$ cat config.mk
export PLATFORM = sky130hd
export DESIGN_NAME = dijet_asymmetry_selector_core
export DESIGN_NICKNAME = d
export VERILOG_FILES = /design/src/rtl/dasel_pkg.sv /design/src/rtl/dijet_asymmetry_selector_core.sv /design/src/rtl/dasel_front.sv /design/src/rtl/dasel_fifo.sv /design/src/rtl/dasel_back.sv
export VERILOG_INCLUDE_DIRS = /design/src /design/src/rtl
export SDC_FILE = /design/constraint.sdc
export NUM_CORES = 1
export LEC_CHECK = 0
export ABC_AREA = 1
export BUFFER_PORTS_ARGS = -buffer_cell sky130_fd_sc_hd__buf_2
export CAP_MARGIN = 20
export CORE_ASPECT_RATIO = 1.4
export CORE_MARGIN = 1
export CORE_UTILIZATION = 45
export DETAILED_ROUTE_END_ITERATION = 10
export GPL_TIMING_DRIVEN = 0
export PLACE_DENSITY_LB_ADDON = 0.15
export RECOVER_POWER = 50
export SETUP_SLACK_MARGIN = 0.15
export SLEW_MARGIN = 20
export SYNTH_ARGS = -nofsm -noshare
export SYNTH_HDL_FRONTEND = slang
export SYNTH_HIERARCHICAL = 1
export SYNTH_SLANG_ARGS = --single-unit
export TNS_END_PERCENT = 1
$ cat constraint.sdc
create_clock -name clk_i -period 6.99 [get_ports clk_i]
set_clock_uncertainty 0.15 [all_clocks]
set_input_delay 2.097 -clock clk_i [delete_from_list [all_inputs] [get_ports clk_i]]
set_output_delay 2.097 -clock clk_i [all_outputs]
set_load 0.005 [all_outputs]
$ cat src/rtl/assert_macros.svh
// Assertion helpers shared by the dijet asymmetry selector RTL.
// Each macro expects clk_i and rst_ni in the enclosing module.
`ifndef ASSERT_MACROS_SVH
`define ASSERT_MACROS_SVH

// Property must hold at every rising clock edge outside reset.
`define ASSERT_AT(name, prop, msg) \
  name: assert property (@(posedge clk_i) disable iff (!rst_ni) (prop)) else $error(msg);

// Expression must never be true outside reset.
`define ASSERT_NEVER(name, expr, msg) \
  name: assert property (@(posedge clk_i) disable iff (!rst_ni) !(expr)) else $error(msg);

`endif

$ cat src/rtl/dasel_pkg.sv
// Types and constants for the dijet asymmetry selector.
// Used by the front, queue, back and top-level modules; no dependencies.
package dasel_pkg;

  // Jet count limit and width
  localparam int MAX_JETS    = 512;
  localparam int COUNT_W     = 10;
  localparam int COUNT_LIMIT = (MAX_JETS < 1023) ? MAX_JETS : 1023;

  // Field widths
  localparam int PT_W    = 16;
  localparam int PHI_W   = 15;
  localparam int DPHI_W  = 14;
  localparam int AJ_W    = 17;
  localparam int DEN_W   = 17;

  // Phi constants in Q3.12
  localparam logic signed [16:0] PHI_PI     = 17'sd12868;
  localparam logic signed [16:0] PHI_TWO_PI = 17'sd25736;

  // Event queue depth
  localparam int QUEUE_DEPTH = 2;
  localparam int QPTR_W      = (QUEUE_DEPTH > 1) ? $clog2(QUEUE_DEPTH) : 1;
  localparam int QCNT_W      = $clog2(QUEUE_DEPTH + 1);

  // Configuration register indexes
  localparam int CFG_IDX_W = 2;
  localparam logic [CFG_IDX_W-1:0] CFG_LEAD_MIN_PT = 2'd0;
  localparam logic [CFG_IDX_W-1:0] CFG_SUB_MIN_PT  = 2'd1;
  localparam logic [CFG_IDX_W-1:0] CFG_MIN_DPHI    = 2'd2;

  typedef struct packed {
    logic [PT_W-1:0]   leading_min_pt;
    logic [PT_W-1:0]   subleading_min_pt;
    logic [DPHI_W-1:0] min_delta_phi;
  } cfg_t;

  // Top-two summary of one finished event
  typedef struct packed {
    logic [COUNT_W-1:0]     count;
    logic [PT_W-1:0]        lead_pt;
    logic signed [PHI_W-1:0] lead_phi;
    logic                   lead_valid;
    logic [PT_W-1:0]        sub_pt;
    logic signed [PHI_W-1:0] sub_phi;
    logic                   sub_valid;
  } event_t;

endpackage

$ cat src/rtl/dijet_asymmetry_selector_core.sv
// Dijet asymmetry selector: takes an event's jets as a stream of items and
// gives one result per event with leading/subleading pt, cuts, |dphi| and A_J.
//
// Input channel: in_valid_i / in_stall_o with jet_pt_i, jet_phi_i (Q3.12),
// jet_present_i and last_in_event_i. One item is taken per cycle while
// in_stall_o is low; an item with jet_present_i low updates nothing. The item
// with last_in_event_i high closes the event and sends its summary into a
// two-entry event queue. in_stall_o is high while that queue is full.
// Output channel: out_valid_o / out_stall_i, one result per event, held in an
// output register until taken.
// For each event the back end latches the summary, applies the cuts and
// |dphi|, runs the divide only when A_J is computed, and then raises
// out_valid_o; the divide is a restoring unit producing one quotient bit per
// cycle. The back end handles one event at a time, while jets are taken at
// one per cycle until the queue fills.
// Reset clears the event state, the queue and the output valid, and loads
// the thresholds with 480, 120 and 11260. Write cfg_* only while idle.
module dijet_asymmetry_selector_core
  import dasel_pkg::*;
(
  input  logic                    clk_i,
  input  logic                    rst_ni,
  // Configuration
  input  logic                    cfg_we_i,
  input  logic [CFG_IDX_W-1:0]    cfg_index_i,
  input  logic [PT_W-1:0]         cfg_wdata_i,
  // Jet items
  input  logic                    in_valid_i,
  output logic                    in_stall_o,
  input  logic [PT_W-1:0]         jet_pt_i,
  input  logic signed [PHI_W-1:0] jet_phi_i,
  input  logic                    jet_present_i,
  input  logic                    last_in_event_i,
  // Event results
  output logic                    out_valid_o,
  input  logic                    out_stall_i,
  output logic [COUNT_W-1:0]      jet_count_o,
  output logic                    pt_cuts_pass_o,
  output logic [DPHI_W-1:0]       delta_phi_abs_o,
  output logic                    back_to_back_o,
  output logic [AJ_W-1:0]         asymmetry_o,
  output logic [PT_W-1:0]         leading_pt_o,
  output logic [PT_W-1:0]         subleading_pt_o
);

  cfg_t   cfg_q;
  logic   accept;
  logic   push, pop, full, empty;
  event_t push_data, pop_data;

  // Write threshold registers; ignore unknown indexes
  always_ff @(posedge clk_i or negedge rst_ni) begin
    if (!rst_ni) begin
      cfg_q.leading_min_pt    <= 16'd480;
      cfg_q.subleading_min_pt <= 16'd120;
      cfg_q.min_delta_phi     <= 14'd11260;
    end else if (cfg_we_i) begin
      case (cfg_index_i)
        CFG_LEAD_MIN_PT: cfg_q.leading_min_pt    <= cfg_wdata_i;
        CFG_SUB_MIN_PT:  cfg_q.subleading_min_pt <= cfg_wdata_i;
        CFG_MIN_DPHI:    cfg_q.min_delta_phi     <= cfg_wdata_i[DPHI_W-1:0];
        default: begin
        end
      endcase
    end
  end

  // Hold input items while the event queue is full
  assign in_stall_o = full;
  assign accept     = in_valid_i && !full;

  dasel_front u_front (
    .clk_i           (clk_i),
    .rst_ni          (rst_ni),
    .accept_i        (accept),
    .jet_pt_i        (jet_pt_i),
    .jet_phi_i       (jet_phi_i),
    .jet_present_i   (jet_present_i),
    .last_in_event_i (last_in_event_i),
    .push_o          (push),
    .event_o         (push_data)
  );

  dasel_fifo u_fifo (
    .clk_i       (clk_i),
    .rst_ni      (rst_ni),
    .push_i      (push),
    .push_data_i (push_data),
    .pop_i       (pop),
    .pop_data_o  (pop_data),
    .full_o      (full),
    .empty_o     (empty)
  );

  dasel_back u_back (
    .clk_i           (clk_i),
    .rst_ni          (rst_ni),
    .cfg_i           (cfg_q),
    .empty_i         (empty),
    .event_i         (pop_data),
    .pop_o           (pop),
    .out_valid_o     (out_valid_o),
    .out_stall_i     (out_stall_i),
    .jet_count_o     (jet_count_o),
    .pt_cuts_pass_o  (pt_cuts_pass_o),
    .delta_phi_abs_o (delta_phi_abs_o),
    .back_to_back_o  (back_to_back_o),
    .asymmetry_o     (asymmetry_o),
    .leading_pt_o    (leading_pt_o),
    .subleading_pt_o (subleading_pt_o)
  );

endmodule

$ cat src/rtl/dasel_front.sv
// Front end: accepts jet items and tracks the leading and subleading jet.
// Pushes one event_t summary per event into the queue; uses dasel_pkg.
module dasel_front
  import dasel_pkg::*;
(
  input  logic                    clk_i,
  input  logic                    rst_ni,
  input  logic                    accept_i,
  input  logic [PT_W-1:0]         jet_pt_i,
  input  logic signed [PHI_W-1:0] jet_phi_i,
  input  logic                    jet_present_i,
  input  logic                    last_in_event_i,
  output logic                    push_o,
  output event_t                  event_o
);

  event_t evt_q, evt_d;

  // Update the top-two selection with the incoming jet
  always_comb begin
    evt_d = evt_q;
    if (jet_present_i) begin
      if (evt_q.count < COUNT_W'(COUNT_LIMIT)) begin
        evt_d.count = evt_q.count + 1'b1;
      end
      if (!evt_q.lead_valid || (jet_pt_i > evt_q.lead_pt)) begin
        evt_d.sub_pt     = evt_q.lead_pt;
        evt_d.sub_phi    = evt_q.lead_phi;
        evt_d.sub_valid  = evt_q.lead_valid;
        evt_d.lead_pt    = jet_pt_i;
        evt_d.lead_phi   = jet_phi_i;
        evt_d.lead_valid = 1'b1;
      end else if (!evt_q.sub_valid || (jet_pt_i > evt_q.sub_pt)) begin
        evt_d.sub_pt    = jet_pt_i;
        evt_d.sub_phi   = jet_phi_i;
        evt_d.sub_valid = 1'b1;
      end
    end
  end

  // Hand the finished event to the queue
  assign push_o  = accept_i && last_in_event_i;
  assign event_o = evt_d;

  // Advance the state; clear it at the end of an event
  always_ff @(posedge clk_i or negedge rst_ni) begin
    if (!rst_ni) begin
      evt_q <= '0;
    end else if (accept_i) begin
      if (last_in_event_i) begin
        evt_q <= '0;
      end else begin
        evt_q <= evt_d;
      end
    end
  end

endmodule

$ cat src/rtl/dasel_fifo.sv
// Short queue of finished event summaries between front and back.
// Depth from dasel_pkg::QUEUE_DEPTH; uses assert_macros.svh.
`include "assert_macros.svh"
module dasel_fifo
  import dasel_pkg::*;
(
  input  logic   clk_i,
  input  logic   rst_ni,
  input  logic   push_i,
  input  event_t push_data_i,
  input  logic   pop_i,
  output event_t pop_data_o,
  output logic   full_o,
  output logic   empty_o
);

  event_t              entry_q [QUEUE_DEPTH];
  logic [QPTR_W-1:0]   wr_ptr_q, rd_ptr_q;
  logic [QCNT_W-1:0]   cnt_q;

  assign full_o     = (cnt_q == QCNT_W'(QUEUE_DEPTH));
  assign empty_o    = (cnt_q == '0);
  assign pop_data_o = entry_q[rd_ptr_q];

  function automatic logic [QPTR_W-1:0] ptr_inc(input logic [QPTR_W-1:0] p);
    logic [QPTR_W-1:0] r;
    if (p == QPTR_W'(QUEUE_DEPTH - 1)) begin
      r = '0;
    end else begin
      r = p + 1'b1;
    end
    return r;
  endfunction

  // Store pushed entries
  always_ff @(posedge clk_i) begin
    if (push_i) begin
      entry_q[wr_ptr_q] <= push_data_i;
    end
  end

  // Advance pointers and fill count
  always_ff @(posedge clk_i or negedge rst_ni) begin
    if (!rst_ni) begin
      wr_ptr_q <= '0;
      rd_ptr_q <= '0;
      cnt_q    <= '0;
    end else begin
      if (push_i) begin
        wr_ptr_q <= ptr_inc(wr_ptr_q);
      end
      if (pop_i) begin
        rd_ptr_q <= ptr_inc(rd_ptr_q);
      end
      if (push_i && !pop_i) begin
        cnt_q <= cnt_q + 1'b1;
      end else if (pop_i && !push_i) begin
        cnt_q <= cnt_q - 1'b1;
      end
    end
  end

  `ASSERT_NEVER(a_no_overflow, push_i && full_o, "event queue overflow")
  `ASSERT_NEVER(a_no_underflow, pop_i && empty_o, "event queue underflow")

endmodule

$ cat src/rtl/dasel_back.sv
// Back end: per-event cuts, wrapped delta phi and bit-serial A_J divide.
// Pops event summaries from dasel_fifo; uses dasel_pkg and assert_macros.svh.
`include "assert_macros.svh"
module dasel_back
  import dasel_pkg::*;
(
  input  logic               clk_i,
  input  logic               rst_ni,
  input  cfg_t               cfg_i,
  input  logic               empty_i,
  input  event_t             event_i,
  output logic               pop_o,
  output logic               out_valid_o,
  input  logic               out_stall_i,
  output logic [COUNT_W-1:0] jet_count_o,
  output logic               pt_cuts_pass_o,
  output logic [DPHI_W-1:0]  delta_phi_abs_o,
  output logic               back_to_back_o,
  output logic [AJ_W-1:0]    asymmetry_o,
  output logic [PT_W-1:0]    leading_pt_o,
  output logic [PT_W-1:0]    subleading_pt_o
);

  localparam logic [1:0] ST_IDLE = 2'd0;
  localparam logic [1:0] ST_CALC = 2'd1;
  localparam logic [1:0] ST_DIV  = 2'd2;
  localparam logic [1:0] ST_DONE = 2'd3;
  localparam int         STEP_W  = $clog2(AJ_W);

  logic [1:0]         state_q;
  event_t             rec_q;
  logic               cuts_q, b2b_q;
  logic [DPHI_W-1:0]  dphi_q;
  logic [DEN_W-1:0]   den_q, rem_q, dvd_lo_q;
  logic [AJ_W-1:0]    quo_q;
  logic [STEP_W-1:0]  step_q;
  logic               out_valid_q;
  logic               out_free;

  // Cut and angle logic on the latched event
  logic                     cuts, b2b;
  logic signed [16:0]       phi_diff, phi_wrap, phi_abs;
  logic [DPHI_W-1:0]        dphi;
  logic [PT_W-1:0]          num;
  logic [DEN_W-1:0]         den;
  logic [32:0]              dividend;

  always_comb begin
    cuts = rec_q.lead_valid && rec_q.sub_valid &&
           (rec_q.lead_pt >= cfg_i.leading_min_pt) &&
           (rec_q.sub_pt >= cfg_i.subleading_min_pt);
    phi_diff = {{2{rec_q.lead_phi[PHI_W-1]}}, rec_q.lead_phi} -
               {{2{rec_q.sub_phi[PHI_W-1]}}, rec_q.sub_phi};
    if (phi_diff > PHI_PI) begin
      phi_wrap = phi_diff - PHI_TWO_PI;
    end else if (phi_diff < -PHI_PI) begin
      phi_wrap = phi_diff + PHI_TWO_PI;
    end else begin
      phi_wrap = phi_diff;
    end
    phi_abs  = phi_wrap[16] ? -phi_wrap : phi_wrap;
    dphi     = cuts ? phi_abs[DPHI_W-1:0] : '0;
    b2b      = cuts && (dphi >= cfg_i.min_delta_phi);
    num      = rec_q.lead_pt - rec_q.sub_pt;
    den      = {1'b0, rec_q.lead_pt} + {1'b0, rec_q.sub_pt};
    dividend = {1'b0, num, 16'b0} + 33'(den >> 1);
  end

  // One restoring divide step: shift in a dividend bit, trial subtract
  logic [DEN_W:0] rem_sh, rem_sub;
  logic           q_bit;

  always_comb begin
    rem_sh  = {rem_q, dvd_lo_q[DEN_W-1]};
    rem_sub = rem_sh - {1'b0, den_q};
    q_bit   = (rem_sh >= {1'b0, den_q});
  end

  assign out_free = !out_valid_q || !out_stall_i;
  assign pop_o    = (state_q == ST_IDLE) && !empty_i;

  // Sequence one event: latch, cut, divide when A_J is needed, deliver
  always_ff @(posedge clk_i or negedge rst_ni) begin
    if (!rst_ni) begin
      state_q <= ST_IDLE;
      step_q  <= '0;
    end else begin
      case (state_q)
        ST_IDLE: begin
          if (!empty_i) begin
            state_q <= ST_CALC;
          end
        end
        ST_CALC: begin
          step_q <= '0;
          if (b2b && (den != '0)) begin
            state_q <= ST_DIV;
          end else begin
            state_q <= ST_DONE;
          end
        end
        ST_DIV: begin
          step_q <= step_q + 1'b1;
          if (step_q == STEP_W'(AJ_W - 1)) begin
            state_q <= ST_DONE;
          end
        end
        ST_DONE: begin
          if (out_free) begin
            state_q <= ST_IDLE;
          end
        end
        default: begin
          state_q <= ST_IDLE;
        end
      endcase
    end
  end

  // Raise valid on delivery, drop it once the result is taken
  always_ff @(posedge clk_i or negedge rst_ni) begin
    if (!rst_ni) begin
      out_valid_q <= 1'b0;
    end else if ((state_q == ST_DONE) && out_free) begin
      out_valid_q <= 1'b1;
    end else if (!out_stall_i) begin
      out_valid_q <= 1'b0;
    end
  end

  // Datapath registers
  always_ff @(posedge clk_i) begin
    case (state_q)
      ST_IDLE: begin
        if (!empty_i) begin
          rec_q <= event_i;
        end
      end
      ST_CALC: begin
        cuts_q   <= cuts;
        b2b_q    <= b2b;
        dphi_q   <= dphi;
        den_q    <= den;
        rem_q    <= {1'b0, dividend[32:17]};
        dvd_lo_q <= dividend[16:0];
        quo_q    <= '0;
      end
      ST_DIV: begin
        rem_q    <= q_bit ? rem_sub[DEN_W-1:0] : rem_sh[DEN_W-1:0];
        dvd_lo_q <= {dvd_lo_q[DEN_W-2:0], 1'b0};
        quo_q    <= {quo_q[AJ_W-2:0], q_bit};
      end
      ST_DONE: begin
        if (out_free) begin
          jet_count_o     <= rec_q.count;
          pt_cuts_pass_o  <= cuts_q;
          delta_phi_abs_o <= dphi_q;
          back_to_back_o  <= b2b_q;
          asymmetry_o     <= quo_q;
          leading_pt_o    <= rec_q.lead_valid ? rec_q.lead_pt : '0;
          subleading_pt_o <= rec_q.sub_valid ? rec_q.sub_pt : '0;
        end
      end
      default: begin
      end
    endcase
  end

  assign out_valid_o = out_valid_q;

  `ASSERT_AT(a_div_den_nonzero, (state_q == ST_DIV) |-> (den_q != '0), "divide by zero")
  `ASSERT_AT(a_rem_below_den, (state_q == ST_DIV) |-> (rem_q < den_q), "remainder not reduced")
  `ASSERT_AT(a_aj_range, (state_q == ST_DONE && out_free) |-> (quo_q <= 17'd65536), "A_J above one")

endmodule

# == Word-level counts from Yosys, hierarchy flattened ==
# Memories as Yosys holds them, arrays and structs flattened. A register that Yosys moved wholly into a read port is not among the register bits.
# Index checks and enable logic that the tools add are counted.
# word_totals
output_inout_bits,77
ff_bits,291
ram_bits,148
wordCells,128
in_bits,56
memories,1
# memory_table
memory,words,word_bits,read_ports,rd_clocked_by_memory_dff,write_ports,line_no,text
u_fifo.entry_q,2,74,1,1,1,dasel_fifo.sv:17,event_t entry_q [QUEUE_DEPTH];
# classes
reduce_logical,34
n_bitwise,1
add_sub_neg,14
eq_ne,11
n_lt_le_gt_ge,9
muxes,28
# ops
cell,n
74-bit 2-to-1 mux,2
17-bit case mux with 2 select lines,3
32-bit 2-to-1 mux,3
17-bit 2-to-1 mux,3
32-bit by 16-bit adder with 33-bit output,1
16-bit greater-or-equal comparator,2
16-bit greater-than comparator,2
14-bit 2-to-1 mux,2
18-bit by 17-bit greater-or-equal comparator with 1-bit output,1
16-bit by 16-bit adder with 17-bit output,1
"17-bit by 16-bit adder with 17-bit output, second input constant",1
"17-bit by 15-bit greater-than comparator with 1-bit output, second input constant",1
"17-bit by 15-bit < comparator with 1-bit output, second input constant",1
17-bit nonzero test,1
"17-bit by 16-bit subtractor with 17-bit output, second input constant",1
17-bit subtractor,1
15-bit by 15-bit subtractor with 16-bit output,1
16-bit subtractor,1
14-bit greater-or-equal comparator,1
14-bit negator,1
1-bit logical AND,11
"10-bit by 1-bit adder with 10-bit output, second input constant",1
"10-bit < comparator, second input constant",1
10-bit 2-to-1 mux,1
20 further kinds,53

# == Logic depth before layout (Yosys ltp) ==
# Gate-level depths: netlist of run 1.
# logic_depth
word_depth,12
ltp_mapped,40
mapped_depth_nobuf,39

# == Hierarchy ==
# Netlist of run 1, hierarchy kept.
# modules_own_cells
mod,area_each_um2,instances,seq_area_each_um2,cells_each
dasel_back,14262.4,1,7196.9,1546
dasel_fifo,5749.3,1,4544.4,255
dasel_front,5621.6,1,1851.8,844
dijet_asymmetry_selector_core,1923.1,1,1173.6,207

# == Least setup slack after synthesis of run 1 ==
# No wires, ideal clock.
# synth_timing
path_type,input -> register
from,in in_valid_i
to,mem u_fifo/entry_q[0][0] (netlist name) (enable)
arrival_ns,5.684
stages,7
setup_slack_ns,0.648
setup_ns,0.508
n_path_buf,1
required_ns,6.332
path_cell_list,inv_1 -> nor2_1 -> buf_2 -> nand2_1 -> inv_1 -> inv_1 -> nor2_1
# synth_via
elab_chain_len,4
# synth_rtl
item,line_no,text
from (decl),dijet_asymmetry_selector_core.sv:28,"input logic in_valid_i,"
1-bit logical AND,dijet_asymmetry_selector_core.sv:70,assign accept = in_valid_i && !full;
named net accept,dijet_asymmetry_selector_core.sv:47,logic accept;
1-bit logical AND,dasel_front.sv:42,assign push_o = accept_i && last_in_event_i;
named net push,dijet_asymmetry_selector_core.sv:48,"logic push, pop, full, empty;"
1-bit 2-to-1 mux,dasel_fifo.sv:37,if (push_i) begin
1-bit 2-to-1 mux (implied by the code),dasel_fifo.sv:38,entry_q[wr_ptr_q] <= push_data_i;
to (decl),dasel_fifo.sv:17,
# The timed path passes the listed nets, and every way through them passes these cells.

# == Worst setup path after layout of run 1 ==
# layout_timing
from,reg u_back/rec_q[33] (netlist name)
to,reg u_back.state_q[0]
# layout_via
elab_chain_len,12
elab_cells_between_ends,15
classes_between,add/sub: 4; order compare: 3; mux: 6; reduce/logical: 2
# layout_rtl
item,line_no,text
from (decl),dasel_back.sv:31,event_t rec_q;
from (signal assigned),dasel_back.sv:136,rec_q <= event_i;
15-bit by 15-bit subtractor with 16-bit output *,dasel_back.sv:52,"phi_diff = {{2{rec_q.lead_phi[PHI_W-1]}}, rec_q.lead_phi} -"
17-bit by 16-bit adder with 17-bit output / 17-bit by 15-bit < comparator with 1-bit output (equally long branches),"dasel_back.sv:57, dasel_back.sv:56",
17-bit 2-to-1 mux,dasel_back.sv:56,end else if (phi_diff < -PHI_PI) begin
17-bit 2-to-1 mux *,dasel_back.sv:54,if (phi_diff > PHI_PI) begin
14-bit negator,dasel_back.sv:61,phi_abs = phi_wrap[16] ? -phi_wrap : phi_wrap;
14-bit 2-to-1 mux *,dasel_back.sv:61,
14-bit 2-to-1 mux *,dasel_back.sv:62,dphi = cuts ? phi_abs[DPHI_W-1:0] : '0;
named net u_back.dphi[3],dasel_back.sv:43,logic [DPHI_W-1:0] dphi;
14-bit greater-or-equal comparator *,dasel_back.sv:63,b2b = cuts && (dphi >= cfg_i.min_delta_phi);
1-bit logical AND *,dasel_back.sv:63,
named net u_back.b2b,dasel_back.sv:41,"logic cuts, b2b;"
1-bit logical AND *,dasel_back.sv:96,if (b2b && (den != '0)) begin
1-bit 2-to-1 mux *,dasel_back.sv:96,
2-bit case mux with 4 select lines *,dasel_back.sv:88,case (state_q)
to (signal assigned),dasel_back.sv:91,state_q <= ST_CALC;
to (signal assigned),dasel_back.sv:97,state_q <= ST_DIV;
to (signal assigned),dasel_back.sv:99,state_q <= ST_DONE;
to (decl),dasel_back.sv:30,logic [1:0] state_q;
# The timed path passes the listed nets; every way through them passes the cells marked *.
# A chain may end at the register's enable or synchronous reset.

==> impl_metrics.tcl, run 1 <==
set metrics [dict create \
    status "complete, but fails checks" \
    violations "capacitance limit, slew limit" \
    dieArea_mm2 0.0622 \
    cts_resized 0 \
    min_from "u_back/dphi_q[12]" \
    crit_buf_inv 3 \
    cts_tree "yes" \
    yosys.area_share.simple_pct 20.3 \
    layout-drive-gt1-share_pct 13.2 \
    powerDensity_mw_per_mm2 477 \
    muxShareOfSynthArea_pct 3.71 \
    crit_top_cell "nand2_1" \
    path_class "reg -> reg" \
    synthXorXnorAreaFrac_pct 1.59 \
    crit_fanout 10 \
    grt_pass1_wl_mm 106 \
    top_usage_layer "met2" \
    post_cts_buffers 0 \
    cpLargestDelayFamily "simple AND/OR/NAND/NOR gates" \
    dpl_worst_slack_ps 1190 \
    maxCapViolCount 5 \
    synth_top_family_by_area "simple AND/OR/NAND/NOR gates" \
    p_clk_share_pct 19.6 \
    synth_fa_ha_area_share_pct 7.24 \
    final_common_cell "nand2_1" \
    max_stage_delay_ps 510 \
    ys_seq_elements 513 \
    intPower_mw 8.54 \
    start_util_pct 45.4 \
    syn_area_mm2 0.0276 \
    wl_per_cell_um 17.2 \
    drtIter0Drc 1221 \
    port_buffers 129 \
    first_pass_iters 5 \
    fp.coreArea_mm2 0.0606 \
    slew_violations 181 \
    syn-num-nets 3065 \
    antenna_found_initial 0 \
    cts_max_level 2 \
    fin_crit_sh_pct 82.3 \
    timing.rr.start "u_back/rec_q[33]" \
    grt_overflow 0 \
    grt_use_met3_pct 2.30 \
    ios 133 \
    hold_buffers 0 \
    grt_pass1_vias 19931 \
    final_cell_mix "nand2_1 (812), inv_1 (401), edfxtp_1 (381)" \
    clock-sinks 513 \
    critical_path.startpoint "u_back/rec_q[33]" \
    clockRootBuffer "clkbuf_16" \
    vias_per_cell 5.06 \
    period_needed_ps 5750 \
    finalPower_mw 14.8 \
    cellLeakagePower_nw 14.1 \
    place_inst 3809 \
    fp.dieW_um 211 \
    hpwl_mm 51.7 \
    insertion_delay_ps 610 \
    slowest_stage "nor2_1" \
    grtUsageTotal_pct 21.9 \
    syn_inst 2852 \
    yosysWarnings 6 \
    synth_compound_area_share_pct 6.10 \
    ys_seq_area_share_pct 53.6 \
    wl_mm 67.1 \
    report.final.hold_viol_count 0 \
    p_comb_share_pct 46.3 \
    share_seq_of_total_power_pct 34.1 \
    peakVddDrop_v 0.000260 \
    cts_max_path_buffers 3 \
    cts_buffers 52 \
    layout_setup_ws_ps 1240 \
    setup_violations 0 \
    area_growth_pct 12.4 \
    cp.required_ps 7310 \
    whs_ps 268 \
    relSlewSlack_pct -113 \
    clk_pin_slew_worst_paths_ps 60 \
    hold_path_class "reg -> reg" \
    max_freq_mhz 174 \
    rsz0062_at_grt "no" \
    grtUsageMet1_pct 26.7 \
    placementRows 107 \
    ys_types 59 \
    fin_nets 3259 \
    cp-end-kind "register" \
    switching_share_pct 42.1 \
    gp_congestion 0.880 \
    via_count 19768 \
    synth.avg_cell_area_um2 9.66 \
    crit_arrival_ps 6070 \
    worst_setup_path_start_kind "register" \
    die_h_um 295 \
    ant_nets 0 \
    tightest_slew_ps 3200 \
    instances_no_fill 3906 \
    post-route-drc-count 0 \
    use_met2_pct 39.7 \
    grt_max_degree 80 \
    p_sw_mw 6.22 \
    n_antenna_cell 0 \
]
stage by stage:
step                      TNS (ps)  cell area [um2]  utilization, %
after global placement     -183520            29200            48.2
after detailed placement         0            29500            48.7
after CTS                        0            31300            51.6
final                            0            31000            51.0
after global routing             0            31000            51.0
after floorplan                  0            27600               -
worst register-to-register path: cells and delay by family, from the launching register on:
kind	cells	cell delay, ps
simple gates	23	2710
compound gates	9	1290
buf+inv	3	320
flops	1	360
fa+ha+maj	3	780
registers in the layout (all words and copies together) (netlist names), 2 cells and up:
signal,count
u_back/dphi_q,14
u_back/asymmetry_o,17
cfg_q,46
u_back/subleading_pt_o,16
u_fifo/cnt_q,2
u_back/jet_count_o,10
u_back/rem_q,17
u_back/delta_phi_abs_o,14
u_front/evt_q,74
u_back/state_q,2
u_back/quo_q,17
u_back/leading_pt_o,16
u_fifo/entry_q,148
u_back/step_q,5
u_back/rec_q,74
u_back/den_q,17
u_back/dvd_lo_q,17
kinds of logic (layout without fill, tap and decap cells):
logic type / count (synthesis) / after routing
AND/OR/NAND/NOR: 1269 / 1269
flip-flops: 513 / 513
buffers and inverters: 501 / 738
AO/OA/AOI/OAI: 288 / 288
adder cells (fa/ha/maj): 157 / 157
multiplexers: 74 / 74
XOR/XNOR: 50 / 50
power groups by stage:
stage | clock network, mW | registers [mW] | logic [mW]
after CTS | 2.97 | 5.01 | 7.09
after floorplan | 0 | 4.98 | 5.15
after global routing | 3.08 | 5.12 | 7.76
after detailed placement | 0 | 5.07 | 7.06
after global placement | 0 | 5.14 | 6.79
final | 2.89 | 5.03 | 6.84
final timing paths:
kind                                         endpoint  slack (ps)  cells past startpoint
setup / recovery                    u_back/state_q[0]        1240                     38
hold / removal             u_back/delta_phi_abs_o[12]         270                      0
setup reg to reg                    u_back/state_q[0]        1240                     38
hold reg to reg            u_back/delta_phi_abs_o[12]         270                      0
max in group asynchronous                   cfg_q[10]        2430                      1
min in group asynchronous          u_back/out_valid_o        2390                      1
per-layer routing:
metal | wire length [um] | share of wire (%) | up-vias
met5 | 0 | 0 | -
met4 | 2050 | 3.1 | 0
met3 | 2500 | 3.7 | 120
met2 | 34300 | 51 | 440
met1 | 28200 | 42 | 9348
li1 | - | - | 9860
cell type report:
type | instances | area, um2
Inverter | 409 | 1540
Fill cell | 5610 | 29700
Buffer | 92 | 472
Tap cell | 817 | 1020
Clock buffer | 60 | 1350
Timing Repair Buffer | 140 | 853
Clock inverter | 37 | 429
Multi-Input combinational cell | 1838 | 10500
Sequential cell | 513 | 14800
synth_stat cells, drive strengths merged:
| cell type | instances | area, um2 |
|---|---|---|
| xor2 | 40 | 350 |
| o41ai | 1 | 8.76 |
| nor4 | 8 | 65.1 |
| nand3 | 180 | 948 |
| o21ai | 131 | 772 |
| or2 | 2 | 12.5 |
| o311ai | 2 | 17.5 |
| nor3b | 1 | 7.51 |
| nor2 | 119 | 516 |
| a2111oi | 2 | 17.5 |
| o221ai | 1 | 8.76 |
| o31ai | 4 | 30.0 |
| buf | 52 | 384 |
| o311a | 1 | 10.0 |
| nand4 | 56 | 350 |
| inv | 409 | 1540 |
| dfrtp | 114 | 2850 |
| edfxtp | 381 | 11400 |
| nand3b | 20 | 150 |
| nor3 | 22 | 130 |
| o211ai | 5 | 37.5 |
| and2 | 4 | 25.0 |
| o21bai | 1 | 7.51 |
| dfstp | 18 | 473 |
| a21o | 2 | 15.0 |
| a211oi | 8 | 60.1 |
| o21a | 3 | 22.5 |
| a311oi | 1 | 8.76 |
| nand2 | 856 | 3380 |
| clkbuf | 40 | 150 |
| a41oi | 2 | 17.5 |
| xnor2 | 10 | 87.6 |
| a31oi | 5 | 31.3 |
| a21oi | 111 | 559 |
| a32o | 1 | 10.0 |
| and3 | 1 | 6.26 |
| fa | 4 | 80.1 |
| mux2 | 74 | 1020 |
| o2111ai | 1 | 8.76 |
| o22ai | 6 | 37.5 |
| ha | 153 | 1910 |
No activity file was read; power rests on OpenSTA's default activity.
==> run 2: changes to the inputs <==
==> constraint.sdc (replaced) <==
create_clock -name clk_i -period 4.6 [get_ports clk_i]
set_clock_uncertainty 0.15 [all_clocks]
set_input_delay 1.38 -clock clk_i [delete_from_list [all_inputs] [get_ports clk_i]]
set_output_delay 1.38 -clock clk_i [all_outputs]
set_load 0.005 [all_outputs]
==> run 2 against run 1 <==
Against the previous run: non-clock buffer count rose by 41; critical endpoint unchanged; routed wire length rose by 3.4%; highest routed layer unchanged; the flow finishes with violations (capacitance limit, slew limit, setup timing); worst hold slack gained 1.9 ps; global-route usage is 0.46 points higher; sequential power increased by 51%; first-iteration DRC count increased by 17%.
==> impl_metrics.tcl, run 2 (same netlist as run 1, synthesis figures left out) <==
set metrics [dict create \
    grt_pass1_wl_mm 108 \
    die_h_um 295 \
    use_met2_pct 40.0 \
    cpLargestDelayFamily "simple AND/OR/NAND/NOR gates" \
    placementRows 107 \
    period_needed_ps 4800 \
    grt_max_degree 80 \
    clock-sinks 513 \
    hold_depth 0 \
    timing.rr.start "u_back/rec_q[33]" \
    max_stage_delay_ps 370 \
    final_util_pct 52.7 \
    regMostFlops "u_fifo/entry_q" \
    setup_tns_ps -375 \
    powerDensity_mw_per_mm2 754 \
    area_growth_pct 16.0 \
    crit_arrival_ps 5120 \
    drtIter0Drc 1427 \
    finalPower_mw 24.1 \
    crit_buf_inv 5 \
    wl_per_cell_um 17.6 \
    ios 133 \
    grt_pass1_vias 20321 \
    start_util_pct 45.4 \
    fin_nets 3298 \
    cts_max_level 2 \
    grt_use_met3_pct 2.74 \
    cp.required_ps 4920 \
    crit_fanout 7 \
    max_freq_mhz 208 \
    crit_top_cell "nand2_2" \
    final.fill_count 5491 \
    fin_crit_sh_pct 104 \
    path_class "reg -> reg" \
    largest_register_ffs 148 \
    reg_top3 "u_fifo/entry_q x148, u_back/rec_q x74, u_front/evt_q x74" \
    first_pass_iters 5 \
    final_common_cell "nand2_1" \
    grtUsageMet1_pct 26.9 \
    reg2reg_slack_ps -200 \
    final_cell_mix "nand2_1 (779), inv_1 (395), edfxtp_1 (381)" \
    cts_tree "yes" \
    clockRootBuffer "clkbuf_16" \
    ant_nets 0 \
    cp-end-kind "register" \
    insertion_delay_ps 610 \
    post-route-drc-count 0 \
    vias_per_cell 5.13 \
    violations "capacitance limit, slew limit, setup timing" \
    stdcell_area_mm2 0.0320 \
    port_buffers 129 \
    peakVddDrop_v 0.000349 \
    dieArea_mm2 0.0622 \
    clk_pin_slew_worst_paths_ps 70 \
    n_antenna_cell 0 \
    layout_setup_ws_ps -203 \
    antenna_found_initial 0 \
    gp_congestion 0.885 \
    rsz0062_at_grt "yes" \
    hold_path_class "reg -> reg" \
    cts_max_path_buffers 3 \
    slowest_stage "fa_2" \
    worstReg2RegEnd "u_back/state_q[0]" \
    maxCapViolCount 2 \
    min_from "u_back/rec_q[72]" \
    slew_violations 85 \
    fp.dieW_um 211 \
    tightest_slew_ps 3250 \
    fp.coreArea_mm2 0.0606 \
    report.final.hold_viol_count 0 \
    hpwl_mm 52.2 \
    grtUsageTotal_pct 22.3 \
    status "complete, but fails checks" \
    worst_setup_path_start_kind "register" \
    cellLeakagePower_nw 14.4 \
    grt_overflow 0 \
    top_usage_layer "met2" \
    hold_buffers 0 \
    hold_end "u_back/jet_count_o[8]" \
    setup_violations 2 \
    wl_mm 69.4 \
    cts_buffers 50 \
    layout-drive-gt1-share_pct 17.9 \
    via_count 20228 \
    dpl_worst_slack_ps -1190 \
    relSlewSlack_pct -117 \
    place_area_mm2 0.0295 \
    ff2ff_path_depth 31 \
]
## run 2: changes by cell type in the layout (fill, tap and decap cells not counted), moves of 10 or more
| cell | previous run | this run |
|---|---|---|
| nor2_1 | 108 | 87 |
| nand2_2 | 34 | 52 |
| nor2_4 | 5 | 16 |
| ha_4 | 0 | 11 |
| nand2_1 | 812 | 779 |
| ha_1 | 153 | 136 |
| buf_4 | 7 | 46 |
| nand3_1 | 173 | 159 |
| nand2_4 | 10 | 25 |
| nand3_2 | 6 | 16 |
| nor2_2 | 6 | 16 |
## run 2: what timing repair did
action / 4_1_cts / 5_1_grt
gates resized for setup: 70 / 90
hold endpoints to repair: 0 / 0
buffers inserted: 27 / 14
setup endpoints to repair: 2 / 2
pin swaps: 37 / 49
gates cloned: 0 / 0
## run 2: stage by stage
stage	instances	hold WS, ps
floorplan	2852	250
global placement	3798	253
detailed placement	3809	255
CTS	3929	270
global route	3943	275
finish	3943	270
## run 2: area by class of cell
cell class	instances	area (um2)	share of cell area, %
Sequential cell	513	14800	46.2
Multi-Input combinational cell	1838	11200	34.9
Inverter	409	1550	4.86
Clock buffer	56	1290	4.05
Timing Repair Buffer	181	1200	3.76
Tap cell	817	1020	3.20
Buffer	92	484	1.51
Clock inverter	37	474	1.48
## run 2: how the worst max path moves through the flow
stage / end / startpoint / slack [ps] / cells past startpoint
after floorplan: u_back/asymmetry_o[0] / out_stall_i / -720 / 3
after CTS: u_back/state_q[0] / u_back/rec_q[33] / -250 / 37
after global placement: u_back/pt_cuts_pass_o / out_stall_i / -2520 / 4
after detailed placement: u_back/state_q[0] / u_back/rec_q[33] / -1190 / 38
after global routing: u_back/state_q[0] / u_back/rec_q[33] / -450 / 34
final: u_back/state_q[0] / u_back/rec_q[33] / -200 / 31
## run 2: per-layer routing
| metal | vias up | part of all wire [%] |
|---|---|---|
| li1 | 9921 | - |
| met1 | 9644 | 41 |
| met2 | 512 | 51 |
| met3 | 151 | 4.0 |
| met4 | 0 | 3.9 |
| met5 | - | 0 |
## run 2: report_power, final
group	switching, mW	internal [mW]	leakage, nW
logic	7.74	4.35	8.26
registers	0.652	6.97	5.31
clock network	1.84	2.56	0.847
total	10.2	13.9	14.4
==> run 3: changes to the inputs <==
==> constraint.sdc (replaced) <==
create_clock -name clk_i -period 4.6 [get_ports clk_i]
set_clock_uncertainty 0.15 [all_clocks]
set_input_delay 0.69 -clock clk_i [delete_from_list [all_inputs] [get_ports clk_i]]
set_output_delay 0.69 -clock clk_i [all_outputs]
set_load 0.005 [all_outputs]
==> run 3 against run 2 <==
Against the previous run: the flow still finishes with violations (capacitance limit, slew limit, setup timing); sequential cell count is the same; register-to-register slack is essentially flat; count of clock-buffer cells in the layout rose by 8; routed wire length is 1.6% lower; via count down 0.64%; combinational power decreased by 3%; clock power is 8.9% lower; worst hold slack got worse by 85 ps; power fell by 3.3%; die area unchanged; core utilization fell by 0.80 points; first-iteration DRC count down 18%; critical path type unchanged; largest cell class unchanged.
==> impl_metrics.tcl, run 3 (same netlist as run 1, synthesis figures left out) <==
set metrics [dict create \
    status "complete, but fails checks" \
    violations "capacitance limit, slew limit, setup timing" \
    clockRootBuffer "clkbuf_16" \
    cp.required_ps 4920 \
    layout-drive-gt1-share_pct 15.2 \
    peakVddDrop_v 0.000371 \
    final_cell_mix "nand2_1 (791), inv_1 (395), edfxtp_1 (381)" \
    vias_per_cell 5.09 \
    final.fill_count 5582 \
    grt_pass1_wl_mm 107 \
    die_h_um 295 \
    clk_pin_slew_worst_paths_ps 60 \
    powerDensity_mw_per_mm2 741 \
    path_class "reg -> reg" \
    largest_register_ffs 148 \
    rsz0062_at_grt "yes" \
    fin_nets 3305 \
    grt_max_degree 79 \
    dpl_worst_slack_ps -1110 \
    cts_max_level 2 \
    area_growth_pct 14.2 \
    slowest_stage "fa_2" \
    regMostFlops "u_fifo/entry_q" \
    cts_max_path_buffers 3 \
    via_count 20099 \
    worst_setup_path_start_kind "register" \
    crit_fanout 5 \
    final_util_pct 51.9 \
    antenna_found_initial 0 \
    cellLeakagePower_nw 14.2 \
    placementRows 107 \
    cp-end-kind "register" \
    crit_top_cell "nand2_1" \
    drtIter0Drc 1174 \
    port_buffers 129 \
    max_stage_delay_ps 370 \
    first_pass_iters 5 \
    maxCapViolCount 4 \
    dieArea_mm2 0.0622 \
    post-route-drc-count 0 \
    fp.dieW_um 211 \
    grt_pass1_vias 20116 \
    max_freq_mhz 208 \
    clock-sinks 513 \
    ant_nets 0 \
    reg_top3 "u_fifo/entry_q x148, u_back/rec_q x74, u_front/evt_q x74" \
    wl_per_cell_um 17.3 \
    fin_crit_sh_pct 105 \
    grt_overflow 0 \
    final_common_cell "nand2_1" \
    period_needed_ps 4810 \
    insertion_delay_ps 610 \
    slew_violations 171 \
    setup_violations 2 \
    report.final.hold_viol_count 0 \
    grtUsageTotal_pct 22.1 \
    cts_buffers 50 \
    crit_arrival_ps 5130 \
    layout_setup_ws_ps -212 \
    fp.coreArea_mm2 0.0606 \
    gp_congestion 0.870 \
    ios 133 \
    n_antenna_cell 0 \
    cts_tree "yes" \
    wl_mm 68.3 \
    hpwl_mm 51.9 \
    tightest_slew_ps 3170 \
    hold_path_class "in -> reg" \
    start_util_pct 45.4 \
    relSlewSlack_pct -111 \
]
[run 3: cell count changes in the layout (fill, tap and decap cells not counted), sizes merged]
cell,previous run,this run
clkinvlp,5,1
clkbuf,110,166
buf,219,177
dlygate4sd3,0,1
inv,412,410
clkinv,20,23
bufinv,9,2
[run 3: what timing repair did]
action | 4_1_cts | 5_1_grt
hold endpoints to repair | 36 | 0
pin swaps | 51 | 23
resized for setup | 88 | 25
endpoints found under the setup margin | 2 | 2
buffers inserted | 45 | 2
hold buffers | 1 | 0
[run 3: worst paths after layout]
| kind | slack (ps) | cells after the start | startpoint | end |
|---|---|---|---|---|
| worst max-delay path | -210 | 38 | u_back/rec_q[33] | u_back/state_q[0] |
| worst max register to register | -210 | 38 | u_back/rec_q[33] | u_back/state_q[0] |
| worst min register to register | 260 | 0 | u_back/dphi_q[7] | u_back/delta_phi_abs_o[7] |
| min in group asynchronous | 1530 | 2 | rst_ni | u_back/step_q[3] |
| worst min-delay path | 180 | 3 | out_stall_i | u_back/out_valid_o |
| max in group asynchronous | 340 | 3 | rst_ni | u_front/evt_q[45] |
[run 3: power breakdown]
group	internal (mW)	switching [mW]
logic	4.19	7.48
registers	7.00	0.646
clock network	2.21	1.80
[run 3: cell type report]
| class | count | area (um2) | share of cell area, % |
|---|---|---|---|
| clock inverters | 27 | 260 | 0.827 |
| flip-flops and latches | 513 | 14800 | 46.9 |
| multi-input cells | 1838 | 10900 | 34.6 |
| well taps | 817 | 1020 | 3.25 |
| plain buffers | 92 | 479 | 1.52 |
| repair buffers | 188 | 1160 | 3.68 |
| clock buffers | 64 | 1350 | 4.27 |
| inverters | 409 | 1550 | 4.92 |
[run 3: critical path, delay by kind of cell, from the launching register on]
kind            cells  cell delay, ps
compound gates      6             750
fa+ha+maj           3             840
buf+inv             8             720
flops               1             360
simple gates       21            1860
[run 3: metal layers]
layer  track usage, %  wire length [um]
met1             26.9             28300
met2             39.5             34600
met3             2.66              2720
met4             8.93              2610
met5                0                 0
[run 3: through the flow]
step           cell area [um2]  TNS, ps  hold slack, ps  cells  power (mW)
2_1_floorplan            27600    -2600             244   2852        15.4
3_3_place_gp             29200  -179030             254   3798        18.1
3_5_place_dp             29500    -1950             255   3809        18.4
4_1_cts                  31800     -582             150   3946        23.6
5_1_grt                  31500   -23530             192   3948        25.2
6_report                 31500     -386             184   3948        23.3
